--- config.mk ---
export PLATFORM = sky130hd
export DESIGN_NAME = atsl_scan
export DESIGN_NICKNAME = d
export VERILOG_FILES = /design/src/design/atsl_pkg.sv /design/src/design/atsl_scan.sv
export SDC_FILE = /design/constraint.sdc
export NUM_CORES = 1
export LEC_CHECK = 0
export ABC_AREA = 1
export ABC_CLOCK_PERIOD_IN_PS = 6900
export BUFFER_PORTS_ARGS = -buffer_cell sky130_fd_sc_hd__buf_2
export CORE_UTILIZATION = 40
export CTS_CLUSTER_DIAMETER = 120
export CTS_CLUSTER_SIZE = 14
export DETAILED_ROUTE_END_ITERATION = 16
export GPL_ROUTABILITY_DRIVEN = 0
export PLACE_DENSITY_LB_ADDON = 0.3
export SLEW_MARGIN = 20
export SYNTH_ARGS = -nofsm -noshare
export SYNTH_HDL_FRONTEND = slang
export SYNTH_SLANG_ARGS = --single-unit
export TNS_END_PERCENT = 20
--- constraint.sdc ---
create_clock -name clk -period 6.9 [get_ports clk]
set_input_delay 0.69 -clock clk [delete_from_list [all_inputs] [get_ports clk]]
set_output_delay 0.69 -clock clk [all_outputs]
set_load 0.03 [all_outputs]
--- src/design/atsl_pkg.sv ---
// atsl_pkg: shared types and constants for the address-to-symbol lookup block
// no dependencies; used by atsl_scan and address_to_symbol_lookup_core
package atsl_pkg;

  localparam int ADDR_W = 64;
  localparam int IDX_W  = 14;
  localparam int CNT_W  = 15;
  localparam int REG_W  = 3;

  // configuration register indexes
  localparam logic [REG_W-1:0] REG_SYMBOL_COUNT = 3'd0;
  localparam logic [REG_W-1:0] REG_TEXT_START   = 3'd1;
  localparam logic [REG_W-1:0] REG_TEXT_END     = 3'd2;
  localparam logic [REG_W-1:0] REG_INIT_START   = 3'd3;
  localparam logic [REG_W-1:0] REG_INIT_END     = 3'd4;

  // input word modes
  localparam logic MODE_LOAD   = 1'b0;
  localparam logic MODE_LOOKUP = 1'b1;

  typedef struct packed {
    logic [CNT_W-1:0]  symbol_count;
    logic [ADDR_W-1:0] text_start;
    logic [ADDR_W-1:0] text_end;
    logic [ADDR_W-1:0] init_start;
    logic [ADDR_W-1:0] init_end;
  } cfg_t;

  typedef struct packed {
    logic              hit;
    logic [IDX_W-1:0]  symbol_index;
    logic [ADDR_W-1:0] offset;
    logic [ADDR_W-1:0] symbol_size;
  } res_t;

  typedef enum logic [2:0] {
    S_IDLE,
    S_CHECK,
    S_FIRST,
    S_SCAN1,
    S_SCAN2,
    S_OFFSET,
    S_SIZE,
    S_DONE
  } state_t;

endpackage

--- src/design/atsl_scan.sv ---
// atsl_scan: lookup sequencer with one shared compare unit and one shared subtractor
// depends on atsl_pkg; reads the address table through a registered-read ram port
module atsl_scan #(
  parameter int TABLE_DEPTH = 16384
) (
  input  logic                                              clk,
  input  logic                                              rst_n,
  input  logic                                              start,
  input  logic [atsl_pkg::ADDR_W-1:0]                       start_addr,
  input  atsl_pkg::cfg_t                                    cfg,
  output logic                                              busy,
  output logic                                              rd_en,
  output logic [(TABLE_DEPTH > 1 ? $clog2(TABLE_DEPTH) : 1)-1:0] rd_addr,
  input  logic [atsl_pkg::ADDR_W-1:0]                       rd_data,
  output logic                                              res_valid,
  input  logic                                              res_ready,
  output atsl_pkg::res_t                                    res
);

  localparam int AW = (TABLE_DEPTH > 1) ? $clog2(TABLE_DEPTH) : 1;
  localparam int CW = $clog2(TABLE_DEPTH + 1);

  atsl_pkg::state_t state_r, state_nxt;
  logic                        pend_r, pend_nxt;
  logic [atsl_pkg::ADDR_W-1:0] addr_r, addr_nxt;
  logic [atsl_pkg::ADDR_W-1:0] base_r, base_nxt;
  logic [atsl_pkg::ADDR_W-1:0] end_r, end_nxt;
  logic [atsl_pkg::ADDR_W-1:0] off_r, off_nxt;
  logic [atsl_pkg::ADDR_W-1:0] size_r, size_nxt;
  logic                        hit_r, hit_nxt;
  logic [AW-1:0]               best_r, best_nxt;
  logic [AW-1:0]               data_idx_r, data_idx_nxt;
  logic [CW-1:0]               rd_idx_r, rd_idx_nxt;
  logic [CW-1:0]               cnt_r, cnt_nxt;

  logic                        in_text, in_init;
  logic [CW+atsl_pkg::CNT_W-1:0] cnt_wide, depth_wide;
  logic [CW-1:0]               cnt_eff;
  logic                        issue;
  logic                        gt_base, le_addr;
  logic [atsl_pkg::ADDR_W-1:0] sub_a, diff;
  logic [AW+atsl_pkg::IDX_W-1:0] best_wide;

  // section membership of the query
  assign in_text = (addr_r >= cfg.text_start) && (addr_r <= cfg.text_end);
  assign in_init = (addr_r >= cfg.init_start) && (addr_r <= cfg.init_end);

  // symbol count saturated at the table depth
  assign cnt_wide   = (CW + atsl_pkg::CNT_W)'(cfg.symbol_count);
  assign depth_wide = (CW + atsl_pkg::CNT_W)'(TABLE_DEPTH);
  assign cnt_eff    = (cnt_wide > depth_wide) ? depth_wide[CW-1:0] : cnt_wide[CW-1:0];

  // shared compare unit on the entry read back
  assign gt_base = rd_data > base_r;
  assign le_addr = rd_data <= addr_r;

  // shared subtractor: offset first, then size
  assign sub_a = (state_r == atsl_pkg::S_OFFSET) ? addr_r : end_r;
  assign diff  = sub_a - base_r;

  assign issue = rd_idx_r < cnt_r;

  // next state and datapath control
  always_comb begin
    state_nxt    = state_r;
    pend_nxt     = pend_r;
    addr_nxt     = addr_r;
    base_nxt     = base_r;
    end_nxt      = end_r;
    off_nxt      = off_r;
    size_nxt     = size_r;
    hit_nxt      = hit_r;
    best_nxt     = best_r;
    data_idx_nxt = data_idx_r;
    rd_idx_nxt   = rd_idx_r;
    cnt_nxt      = cnt_r;
    rd_en        = 1'b0;
    rd_addr      = rd_idx_r[AW-1:0];
    res_valid    = 1'b0;
    unique case (state_r)
      atsl_pkg::S_IDLE: begin
        if (start) begin
          addr_nxt  = start_addr;
          state_nxt = atsl_pkg::S_CHECK;
        end
      end
      atsl_pkg::S_CHECK: begin
        best_nxt = '0;
        pend_nxt = 1'b0;
        if (!in_text && !in_init) begin
          // miss: all result fields zero
          hit_nxt   = 1'b0;
          off_nxt   = '0;
          size_nxt  = '0;
          state_nxt = atsl_pkg::S_DONE;
        end else begin
          // entry 0 is always the first candidate
          rd_en      = 1'b1;
          rd_addr    = '0;
          hit_nxt    = 1'b1;
          end_nxt    = in_init ? cfg.init_end : cfg.text_end;
          cnt_nxt    = cnt_eff;
          rd_idx_nxt = CW'(1);
          state_nxt  = atsl_pkg::S_FIRST;
        end
      end
      atsl_pkg::S_FIRST: begin
        base_nxt = rd_data;
        if (issue) begin
          rd_en        = 1'b1;
          data_idx_nxt = rd_idx_r[AW-1:0];
          pend_nxt     = 1'b1;
          rd_idx_nxt   = rd_idx_r + CW'(1);
        end
        state_nxt = atsl_pkg::S_SCAN1;
      end
      atsl_pkg::S_SCAN1: begin
        // keep the first greatest start not above the query
        if (pend_r && gt_base && le_addr) begin
          best_nxt = data_idx_r;
          base_nxt = rd_data;
        end
        if (issue) begin
          rd_en        = 1'b1;
          data_idx_nxt = rd_idx_r[AW-1:0];
          pend_nxt     = 1'b1;
          rd_idx_nxt   = rd_idx_r + CW'(1);
        end else if (pend_r) begin
          pend_nxt = 1'b0;
        end else begin
          rd_idx_nxt = CW'(best_r) + CW'(1);
          state_nxt  = atsl_pkg::S_SCAN2;
        end
      end
      atsl_pkg::S_SCAN2: begin
        // first later entry strictly above the symbol start ends it
        if (pend_r && gt_base) begin
          end_nxt   = rd_data;
          pend_nxt  = 1'b0;
          state_nxt = atsl_pkg::S_OFFSET;
        end else if (issue) begin
          rd_en        = 1'b1;
          data_idx_nxt = rd_idx_r[AW-1:0];
          pend_nxt     = 1'b1;
          rd_idx_nxt   = rd_idx_r + CW'(1);
        end else if (pend_r) begin
          pend_nxt = 1'b0;
        end else begin
          state_nxt = atsl_pkg::S_OFFSET;
        end
      end
      atsl_pkg::S_OFFSET: begin
        off_nxt   = diff;
        state_nxt = atsl_pkg::S_SIZE;
      end
      atsl_pkg::S_SIZE: begin
        size_nxt  = diff;
        state_nxt = atsl_pkg::S_DONE;
      end
      atsl_pkg::S_DONE: begin
        res_valid = 1'b1;
        if (res_ready) begin
          state_nxt = atsl_pkg::S_IDLE;
        end
      end
      default: begin
        state_nxt = atsl_pkg::S_IDLE;
      end
    endcase
  end

  // control registers
  always_ff @(posedge clk) begin
    if (!rst_n) begin
      state_r <= atsl_pkg::S_IDLE;
      pend_r  <= 1'b0;
    end else begin
      state_r <= state_nxt;
      pend_r  <= pend_nxt;
    end
  end

  // datapath registers
  always_ff @(posedge clk) begin
    addr_r     <= addr_nxt;
    base_r     <= base_nxt;
    end_r      <= end_nxt;
    off_r      <= off_nxt;
    size_r     <= size_nxt;
    hit_r      <= hit_nxt;
    best_r     <= best_nxt;
    data_idx_r <= data_idx_nxt;
    rd_idx_r   <= rd_idx_nxt;
    cnt_r      <= cnt_nxt;
  end

  assign busy = (state_r != atsl_pkg::S_IDLE);

  // result word, index masked to the field width
  assign best_wide        = (AW + atsl_pkg::IDX_W)'(best_r);
  assign res.hit          = hit_r;
  assign res.symbol_index = best_wide[atsl_pkg::IDX_W-1:0];
  assign res.offset       = off_r;
  assign res.symbol_size  = size_r;

  // scan reads stay inside the valid entries
  a_read_in_range: assert property (@(posedge clk) disable iff (!rst_n)
    (rd_en && state_r != atsl_pkg::S_CHECK) |-> (rd_idx_r < cnt_r))
    else $error("table read beyond symbol count");

  // a miss carries all-zero fields
  a_miss_zero: assert property (@(posedge clk) disable iff (!rst_n)
    (res_valid && !res.hit) |->
      (res.offset == '0 && res.symbol_size == '0 && res.symbol_index == '0))
    else $error("miss result with non-zero fields");

  // a waiting result holds until taken
  a_res_hold: assert property (@(posedge clk) disable iff (!rst_n)
    (res_valid && !res_ready) |=> (res_valid && $stable(res)))
    else $error("result dropped or changed while waiting");

  // best candidate lies among the scanned entries
  a_best_valid: assert property (@(posedge clk) disable iff (!rst_n)
    (state_r == atsl_pkg::S_SCAN2) |-> (CW'(best_r) < cnt_r || best_r == '0))
    else $error("best index outside the table");

endmodule

Yosys cells after proc, flatten, opt, wreduce, memory -nomap -nowiden
Index checks and enable logic that the tools add are counted.
{ "word_totals": {"reg_bits": 383, "latch_bits": 0, "mem_bits_rw": 0, "romBits": 0, "in_bits": 403, "output_inout_bits": 160, "elab_cells": 111, "n_memories": 0} }
{ "classes": {"add_sub_neg": 3, "multipliers": 0, "n_div": 0, "magnitude_cmp": 8, "n_eq_ne": 20, "shift": 0, "n_mux": 39, "bitwise": 1, "reduce_logical": 28} }
{ "ops": {"columns": ["cell", "n"], "rows": [
  ["one-hot mux 64 bit (2 select lines)", 4],
  ["two-way mux 64 bit", 6],
  ["less-or-equal comparator 64 bit", 3],
  [">= comparator 64 bit", 2],
  ["two-way mux 15 bit", 5],
  ["two-way mux 14 bit", 5],
  ["greater-than comparator 64 bit", 1],
  ["subtractor 64 bit", 1],
  ["one-hot mux 15 bit (4 select lines)", 1],
  ["one-hot mux 14 bit (2 select lines)", 2],
  ["two-way mux 3 bit", 8],
  ["one-hot mux 3 bit (8 select lines)", 1],
  ["!= test 2 bit (second input constant)", 10],
  ["AND reduction 2 bit", 8],
  ["adder 14 x 1 -> 15 bit (second input constant)", 1],
  ["adder 15 x 1 -> 15 bit (second input constant)", 1],
  ["greater-than comparator 15 bit (second input constant)", 1],
  ["< comparator 15 bit", 1],
  ["== test 3 bit (second input constant)", 4],
  ["nonzero test 2 bit", 6],
  ["!= test 3 bit (second input constant)", 3],
  ["== test 3 x 2 -> 1 bit (second input constant)", 2],
  ["AND reduction 6 bit", 1],
  ["logical AND 1 bit", 5],
  ["other kinds (12)", 17]
]} }

Depth between registers and ports, before layout
Gate-level depths: netlist (run 1).
{ "logic_depth": {"depth_word": 6, "ltp_mapped": 26, "mapped_depth_nobuf": 25} }

Least setup slack after synthesis (run 1)
OpenSTA, ideal clock, no wires.
{ "synth_path": {"path_kind": "reg2reg", "start": "register state_r[2]", "end": "register addr_r[0] (netlist bit) (enable)", "setup_time_ns": 0.486, "arrival_ns": 3.538, "required_ns": 6.414, "setup_slack_ns": 2.876, "path_stages_with_launch": 4, "n_path_buf": 0, "synth_period_minus_slack_ns": 4.024, "path_cell_list": "dfxtp_1 inv_1 nand3_1 nor2_1"} }
{ "synth_via": {"elab_chain_cells": 2} }
{ "synth_lines": {"columns": ["item", "line_no", "text"], "rows": [
  ["from (decl)", "atsl_scan.sv:23", "atsl_pkg::state_t state_r, state_nxt;"],
  ["from (signal assigned)", "atsl_scan.sv:175", "state_r <= atsl_pkg::S_IDLE;"],
  ["from (signal assigned)", "atsl_scan.sv:178", "state_r <= state_nxt;"],
  ["zero test 3 bit", "atsl_scan.sv:80", "unique case (state_r)"],
  ["AND reduction 2 bit (no source line)", null, null],
  ["to (signal assigned)", "atsl_scan.sv:185", "addr_r <= addr_nxt;"],
  ["to (decl)", "atsl_scan.sv:25", "logic [atsl_pkg::ADDR_W-1:0] addr_r, addr_nxt;"]
]} }
Every way passes these cells.
A chain may end at the register's enable or synchronous reset.

Final worst setup path (run 1)
{ "layout_path": {"start": "register state_r[1]", "end": "register off_r[56] (netlist bit), data pin"} }
{ "layout_via": {"elab_chain_cells": 4, "elab_cells_between_ends": 5, "cone_classes": "1 x add/sub; 2 x eq/ne; 2 x mux"} }
{ "layout_lines": {"columns": ["item", "line_no", "text"], "rows": [
  ["== test 3 bit", "atsl_scan.sv:58, atsl_scan.sv:80", null],
  ["two-way mux 64 bit", "atsl_scan.sv:58", "assign sub_a = (state_r == atsl_pkg::S_OFFSET) ? addr_r : end_r;"],
  ["subtractor 64 bit", "atsl_scan.sv:59", "assign diff = sub_a - base_r;"],
  ["one-hot mux 64 bit (2 select lines) *", "atsl_scan.sv:80", null],
  ["to (signal assigned)", "atsl_scan.sv:188", "off_r <= off_nxt;"],
  ["to (decl)", "atsl_scan.sv:28", "logic [atsl_pkg::ADDR_W-1:0] off_r, off_nxt;"]
]} }
Mark *: on every way between the ends. The rest lies on a longest branch, timed or not.

==> summary.md, run 1 <==
| Metric | Value |
|---|---|
| Root Driver | `clkbuf_16` |
| HP Class | `in2reg` |
| Post-synth EDFFs | `379` |
| Netlist cell types | `56` |
| Most frequent cell on the critical path | `nand2_1` |
| Ys async rst share | `0%` |
| Final Skew | `0.0276 ns` |
| Die Wd | `273 µm` |
| Seq cells post-synth | `383` |
| Family with the most delay on the worst path | `simple AND/OR/NAND/NOR gates` |
| Number of routed nets with antenna violations | `0` |
| Switching share of total power | `47.4%` |
| Finished Layout Cells | `5,049` |
| CP max FO | `65` |
| Critical Path AT | `5.43 ns` |
| Hold Startpoint | `start_addr[59]` |
| Worst slew pin tran | `0.975 ns` |
| Slowest-stage cell, CP | `nor2_1` |
| Initial antenna violation count | `40` |
| Power Density | `356 nW/µm²` |
| Vias | `26,000` |
| Bufs on Longest Clock Path | `3` |
| Worst path required time | `7.17 ns` |
| Global Route Usage Sum | `25.6%` |
| DR DRC count | `0` |
| Drt pass-1 iters | `6` |
| R2R setup slack | `1.75 ns` |
| P_sw | `5.79 mW` |
| Crit Reg-Reg Endpoint | `off_r[56]` |
| CTS buffer count | `34` |
| Routed wire per std cell | `19.3 µm` |
| Synth Warn # | `0` |
| Prevailing post-synth register cell | `edfxtp_1` |
| Setup TNS | `0 ns` |
| VDD IR max | `0.254 mV` |
| Vias in the first global route | `24,600` |
| Max_slew headroom | `34.7%` |
| Area contributors post-synth | `edfxtp_1 39%, ha_1 20%, inv_1 7.8%` |
| H-Tree Depth | `2` |
| Crit Reg-Reg Startpoint | `state_r[1]` |
| Starting Density | `40.4%` |
| Initial DRC count | `1,897` |
| Detailed placement HPWL | `81,600 µm` |
| Tcrit/Tclk final | `74.7%` |
| Clock power share | `15.9%` |
| Placeable core area | `72,800 µm²` |
| Peak Freq | `194 MHz` |
| Share of cells above drive strength 1 | `16.6%` |
| Slowest Stage Delay on Critical Path | `0.70 ns` |
| IO Port Bufs | `562` |
| Nets | `4,921` |
| Die H | `273 µm` |
| I/O Pins | `563` |
| Vias per Instance | `5.14` |
| WHS | `0.286 ns` |
| CTS clock-pin slew for the worst setup and hold paths | `0.08 ns` |
| Synth Cell Area | `29,400 µm²` |
| Rows | `99` |
| Cell Chain, Critical Path | `inv_1 -> nand2_1 -> nor2_1 -> inv_4 -> buf_4 -> nand2_1 -> o21ai_0 -> ha_1 -> nand2_1 -> nor2_1 -> inv_1 -> nor4_1 -> nand3_1 -> nand3_1 -> a21o_1 -> nand2_1 -> nand2_1 -> nand2_1 -> nand2_1 -> nor2_1` |
| Sequential power share | `32.0%` |
| Latest clock arrival within the worst-skew pair | `0.57 ns` |
| Hold Path Depth | `1` |
| Endpoint of the worst hold path | `addr_r[59]` |
| Design Power | `12.2 mW` |
| GRT overflow | `0` |
| Register area share after synthesis | `38.9%` |
| CP Capture Type | `flip-flop` |
| Post-CTS Setup Bufs | `0` |
| Synth Net Count | `4,372` |
| DRT Wirelength | `97,700 µm` |
| Combinational power share | `52.2%` |
| CP bufs+invs | `4` |
| CTS sink cnt | `383` |
| Pint | `6.42 mW` |
| Leak | `16.7 nW` |
| # Max-Cap Violations | `0` |
| Largest net degree at the start of global routing | `92` |
| Share of the synthesized area in the top cell type | `38.7%` |
| Hold_buf cts | `0` |
| Reg2reg path depth | `20` |
| Dpl cell area | `33,200 µm²` |
| Tmin final | `5.15 ns` |
| # placed instances | `4,977` |
| RSZ-0062 raised after global routing | `no` |
| Setup violators final | `0` |
| Avg Synthesized Cell Area | `8.40 µm²` |
| Crit Path Class | `reg2reg` |
| First-pass GRT wire length | `144,000 µm` |
| CTS tree | `yes` |
| Fin. max-slew vios | `0` |
| Outcome | `finished, final reports clean` |
| Area Growth Syn to Fin | `16.5%` |
| Final Hold Fails | `0` |
| Setup crit start kind | `flip-flop` |
| Post-route cell area | `34,300 µm²` |
| Cells after Synth | `3,505` |
| Die area | `74,700 µm²` |
| Yosys top cell by area | `edfxtp_1` |
| Resized cells post-CTS | `0` |
==> per-layer routing <==
layer / track usage, % / vias up / wire length, µm
met5: 0 / - / 194
met4: 10.0 / 32 / 3870
met3: 4.26 / 213 / 6180
met2: 41.0 / 938 / 44000
met1: 34.3 / 11800 / 43400
li1: - / 13000 / -
==> synthesized netlist by cell type, types with 6 or more instances <==
master and n:
inv_1 614, nand2_1 604, ha_1 463, edfxtp_1 379, nor2_1 337, a21oi_1 306, o21ai_0 192, o21ai_1 127
nand3_1 74, nand4_1 46, clkbuf_1 44, xnor2_1 41, xor2_1 38, nor3_1 37, nand2_2 23, nor4_1 20
o21a_1 20, a31oi_1 14, o211ai_1 12, o22ai_1 12, buf_6 11, nand3b_1 11, a21o_1 9, nor2_2 9
o21bai_1 6
==> cells in the final DEF (no fill, tap or decap), types with 22 or more instances in the layout <==
master       n
a21oi_1    306
buf_2      562
clkbuf_16   35
diode_2     22
edfxtp_1   379
ha_1       463
inv_1      613
nand2_1    600
nand2_2     27
nand3_1     74
nand4_1     46
nor2_1     335
nor3_1      37
o21ai_0    192
o21ai_1    127
xnor2_1     41
xor2_1      38
==> worst max path at each step <==
stage | from | endpoint | depth (start not counted)
final | state_r[1] | off_r[56] | 20
after global routing | state_r[1] | off_r[61] | 19
after CTS | addr_r[59] | rd_addr[0] | 13
after detailed placement | state_r[1] | off_r[61] | 19
after global placement | state_r[1] | off_r[61] | 19
after floorplan | state_r[2] | addr_r[0] | 3
==> sequential cells by signal (all words and copies together), names as in the netlist <==
name and cells:
addr_r 64, base_r 64, end_r 64, off_r 64
size_r 64, cnt_r 15, rd_idx_r 15, best_r 14
data_idx_r 14, state_r 3, hit_r 1, pend_r 1
==> through the flow <==
| step | util (%) | setup WS (ns) |
|---|---|---|
| 2_1_floorplan | - | 2.88 |
| 4_1_cts | 47.0 | 1.79 |
| 5_1_grt | 47.1 | 1.40 |
| 3_5_place_dp | 45.6 | 1.83 |
| 6_report | 47.1 | 1.75 |
| 3_3_place_gp | 45.6 | 2.00 |
==> cell families after synthesis <==
family / Yosys count / share of synthesized area, %
simple gates: 1177 / 16.8
fa+ha+maj: 464 / 19.7
buf+inv: 680 / 9.09
flops: 383 / 38.9
xor+xnor: 79 / 2.35
compound gates: 722 / 13.1
==> power groups by stage <==
stage | registers [mW] | logic [mW] | clock network, mW
3_5_place_dp | 3.96 | 6.32 | 0
2_1_floorplan | 4.30 | 3.85 | 0
5_1_grt | 3.97 | 7.06 | 2.06
4_1_cts | 3.91 | 6.34 | 2.00
6_report | 3.90 | 6.37 | 1.94
3_3_place_gp | 3.95 | 6.24 | 0
==> cell type report <==
type / count / area (µm²)
Sequential cell: 383 / 11500
Multi-Input combinational cell: 2442 / 15300
Clock inverter: 6 / 108
Timing Repair Buffer: 575 / 2910
Tap cell: 959 / 1200
Fill cell: 7244 / 38500
Clock buffer: 44 / 910
Antenna cell: 22 / 55.1
Inverter: 618 / 2320
No activity file was read; power rests on OpenSTA's default activity.
==> inputs of run 2 (changes only) <==
ABC_CLOCK_PERIOD_IN_PS = 4700   (was 6900)
clock period = 4.7 ns   (was 6.9 ns; I/O delays follow)
==> summary.md, run 2 (synthesis results as in run 1) <==
| Metric | Value |
|---|---|
| Outcome | `finished, final reports clean` |
| Initial DRC count | `1,659` |
| Largest net degree at the start of global routing | `128` |
| Setup violators final | `0` |
| First-pass GRT wire length | `146,000 µm` |
| RSZ-0062 raised after global routing | `no` |
| Bufs on Longest Clock Path | `3` |
| Vias | `26,100` |
| CTS tree | `yes` |
| Starting Density | `40.4%` |
| Design Power | `17.8 mW` |
| Area Growth Syn to Fin | `18.7%` |
| Die H | `273 µm` |
| CTS buffer count | `31` |
| Switching share of total power | `47.7%` |
| Setup crit start kind | `flip-flop` |
| Setup TNS | `0 ns` |
| Rows | `99` |
| Combinational power share | `53.4%` |
| Detailed placement HPWL | `82,600 µm` |
| P_sw | `8.48 mW` |
| Vias per Instance | `5.10` |
| Critical Path AT | `3.95 ns` |
| Power Density | `508 nW/µm²` |
| GRT overflow | `0` |
| Latest clock arrival within the worst-skew pair | `0.63 ns` |
| # Max-Cap Violations | `0` |
| Tmin final | `4.42 ns` |
| CP max FO | `29` |
| Most frequent cells in the layout | `613 x inv_1, 600 x nand2_1, 562 x buf_2` |
| Fillers | `7,171` |
| Final Skew | `0.0281 ns` |
| Clock power share | `14.1%` |
| Peak Freq | `226 MHz` |
| Initial antenna violation count | `26` |
| HP Class | `in2reg` |
| Global Route Usage Sum | `25.8%` |
| Routed wire per std cell | `19.4 µm` |
| Die Wd | `273 µm` |
| H-Tree Depth | `1` |
| Final core occ | `48.0%` |
| Root Driver | `clkbuf_16` |
| Commonest non-fill, non-tap cell in the layout | `inv_1` |
| I/O Pins | `563` |
| Crit Path Class | `reg2out` |
| Final Hold Fails | `0` |
| Fin. max-slew vios | `0` |
| Placeable core area | `72,800 µm²` |
| CP Capture Type | `output port` |
| DRT Wirelength | `99,100 µm` |
| Leak | `17.0 nW` |
| Worst slew pin tran | `1.02 ns` |
| DR DRC count | `0` |
| CTS clock-pin slew for the worst setup and hold paths | `0.08 ns` |
| Nets | `4,991` |
| Tcrit/Tclk final | `94.1%` |
| Die area | `74,700 µm²` |
| VDD IR max | `0.342 mV` |
| Drt pass-1 iters | `6` |
| CTS sink cnt | `383` |
| Worst path required time | `4.23 ns` |
| Sequential power share | `32.4%` |
| Pint | `9.28 mW` |
| Max_slew headroom | `31.8%` |
| Number of routed nets with antenna violations | `0` |
| Vias in the first global route | `24,700` |
| IO Port Bufs | `562` |
| Share of cells above drive strength 1 | `16.5%` |
==> run 2: cell types whose count changed in the layout (fill, tap and decap cells not counted), sizes merged <==
cell,previous run,this run
dlygate4sd3,0,59
buf,575,589
bufinv,2,0
clkinv,1,3
inv,620,618
clkbuf,44,45
clkinvlp,1,0
diode,22,21
==> run 2: stage by stage <==
step	area (µm²)	setup slack (ns)	instances	hold WS (ns)
detailed placement	33400	0.502	4991	0.496
CTS	34900	0.112	5098	0.00653
global placement	33400	0.488	4991	0.490
floorplan	29400	0.676	3505	0.454
finish	35000	0.280	5119	0.0397
global route	34900	0.133	5115	0.0130
==> run 2: worst paths after layout <==
| kind | cells past startpoint | slack, ns | end | start |
|---|---|---|---|---|
| hold / removal | 1 | 0.04 | addr_r[29] | start_addr[29] |
| setup reg to reg | 16 | 0.33 | size_r[59] | state_r[1] |
| hold reg to reg | 2 | 0.50 | pend_r | pend_r |
| setup / recovery | 13 | 0.28 | rd_addr[2] | addr_r[61] |
==> run 2: timing repair <==
| item | in CTS | in global routing |
|---|---|---|
| hold buffers | 59 | 0 |
| setup buffers | 0 | 0 |
| hold endpoints to repair | 59 | 0 |
| endpoints found under the setup margin | 14 | 12 |
| resized for setup | 1 | 2 |
==> run 2: cell type report <==
class,instances,area [µm²],share of cell area (%)
multi-input cells,2442,15300,43.9
flip-flops and latches,383,11500,32.8
repair buffers,648,3720,10.6
inverters,618,2320,6.65
well taps,959,1200,3.43
clock buffers,45,828,2.37
diodes,21,52.6,0.150
clock inverters,3,32.5,0.0931
==> run 2: critical path, cell delays in order (launching register included) <==
cell      delay [ns]
edfxtp_1        0.55
ha_1            0.37
nand2_1         0.08
nor3_1          0.25
nor3b_2         0.31
and3_1          0.36
nand3_1         0.15
nand3_1         0.11
nand2_1         0.23
nand2_1         0.21
nand2_2         0.11
inv_4           0.32
nor2_1          0.07
buf_2           0.18
==> run 2: metal layers <==
metal,vias to the layer above,share of wire [%],track usage [%]
met1,11900,45,36.0
met4,8,3.2,7.53
met3,154,5.8,2.86
li1,13100,-,-
met2,940,45,41.9
met5,-,0.050,0
==> run 2: power groups by stage <==
stage | clock network (mW) | logic (mW) | registers [mW]
floorplan | 0 | 5.65 | 6.32
global placement | 0 | 9.23 | 5.83
detailed placement | 0 | 9.35 | 5.84
CTS | 2.58 | 9.43 | 5.76
global route | 2.68 | 10.5 | 5.85
finish | 2.51 | 9.49 | 5.76
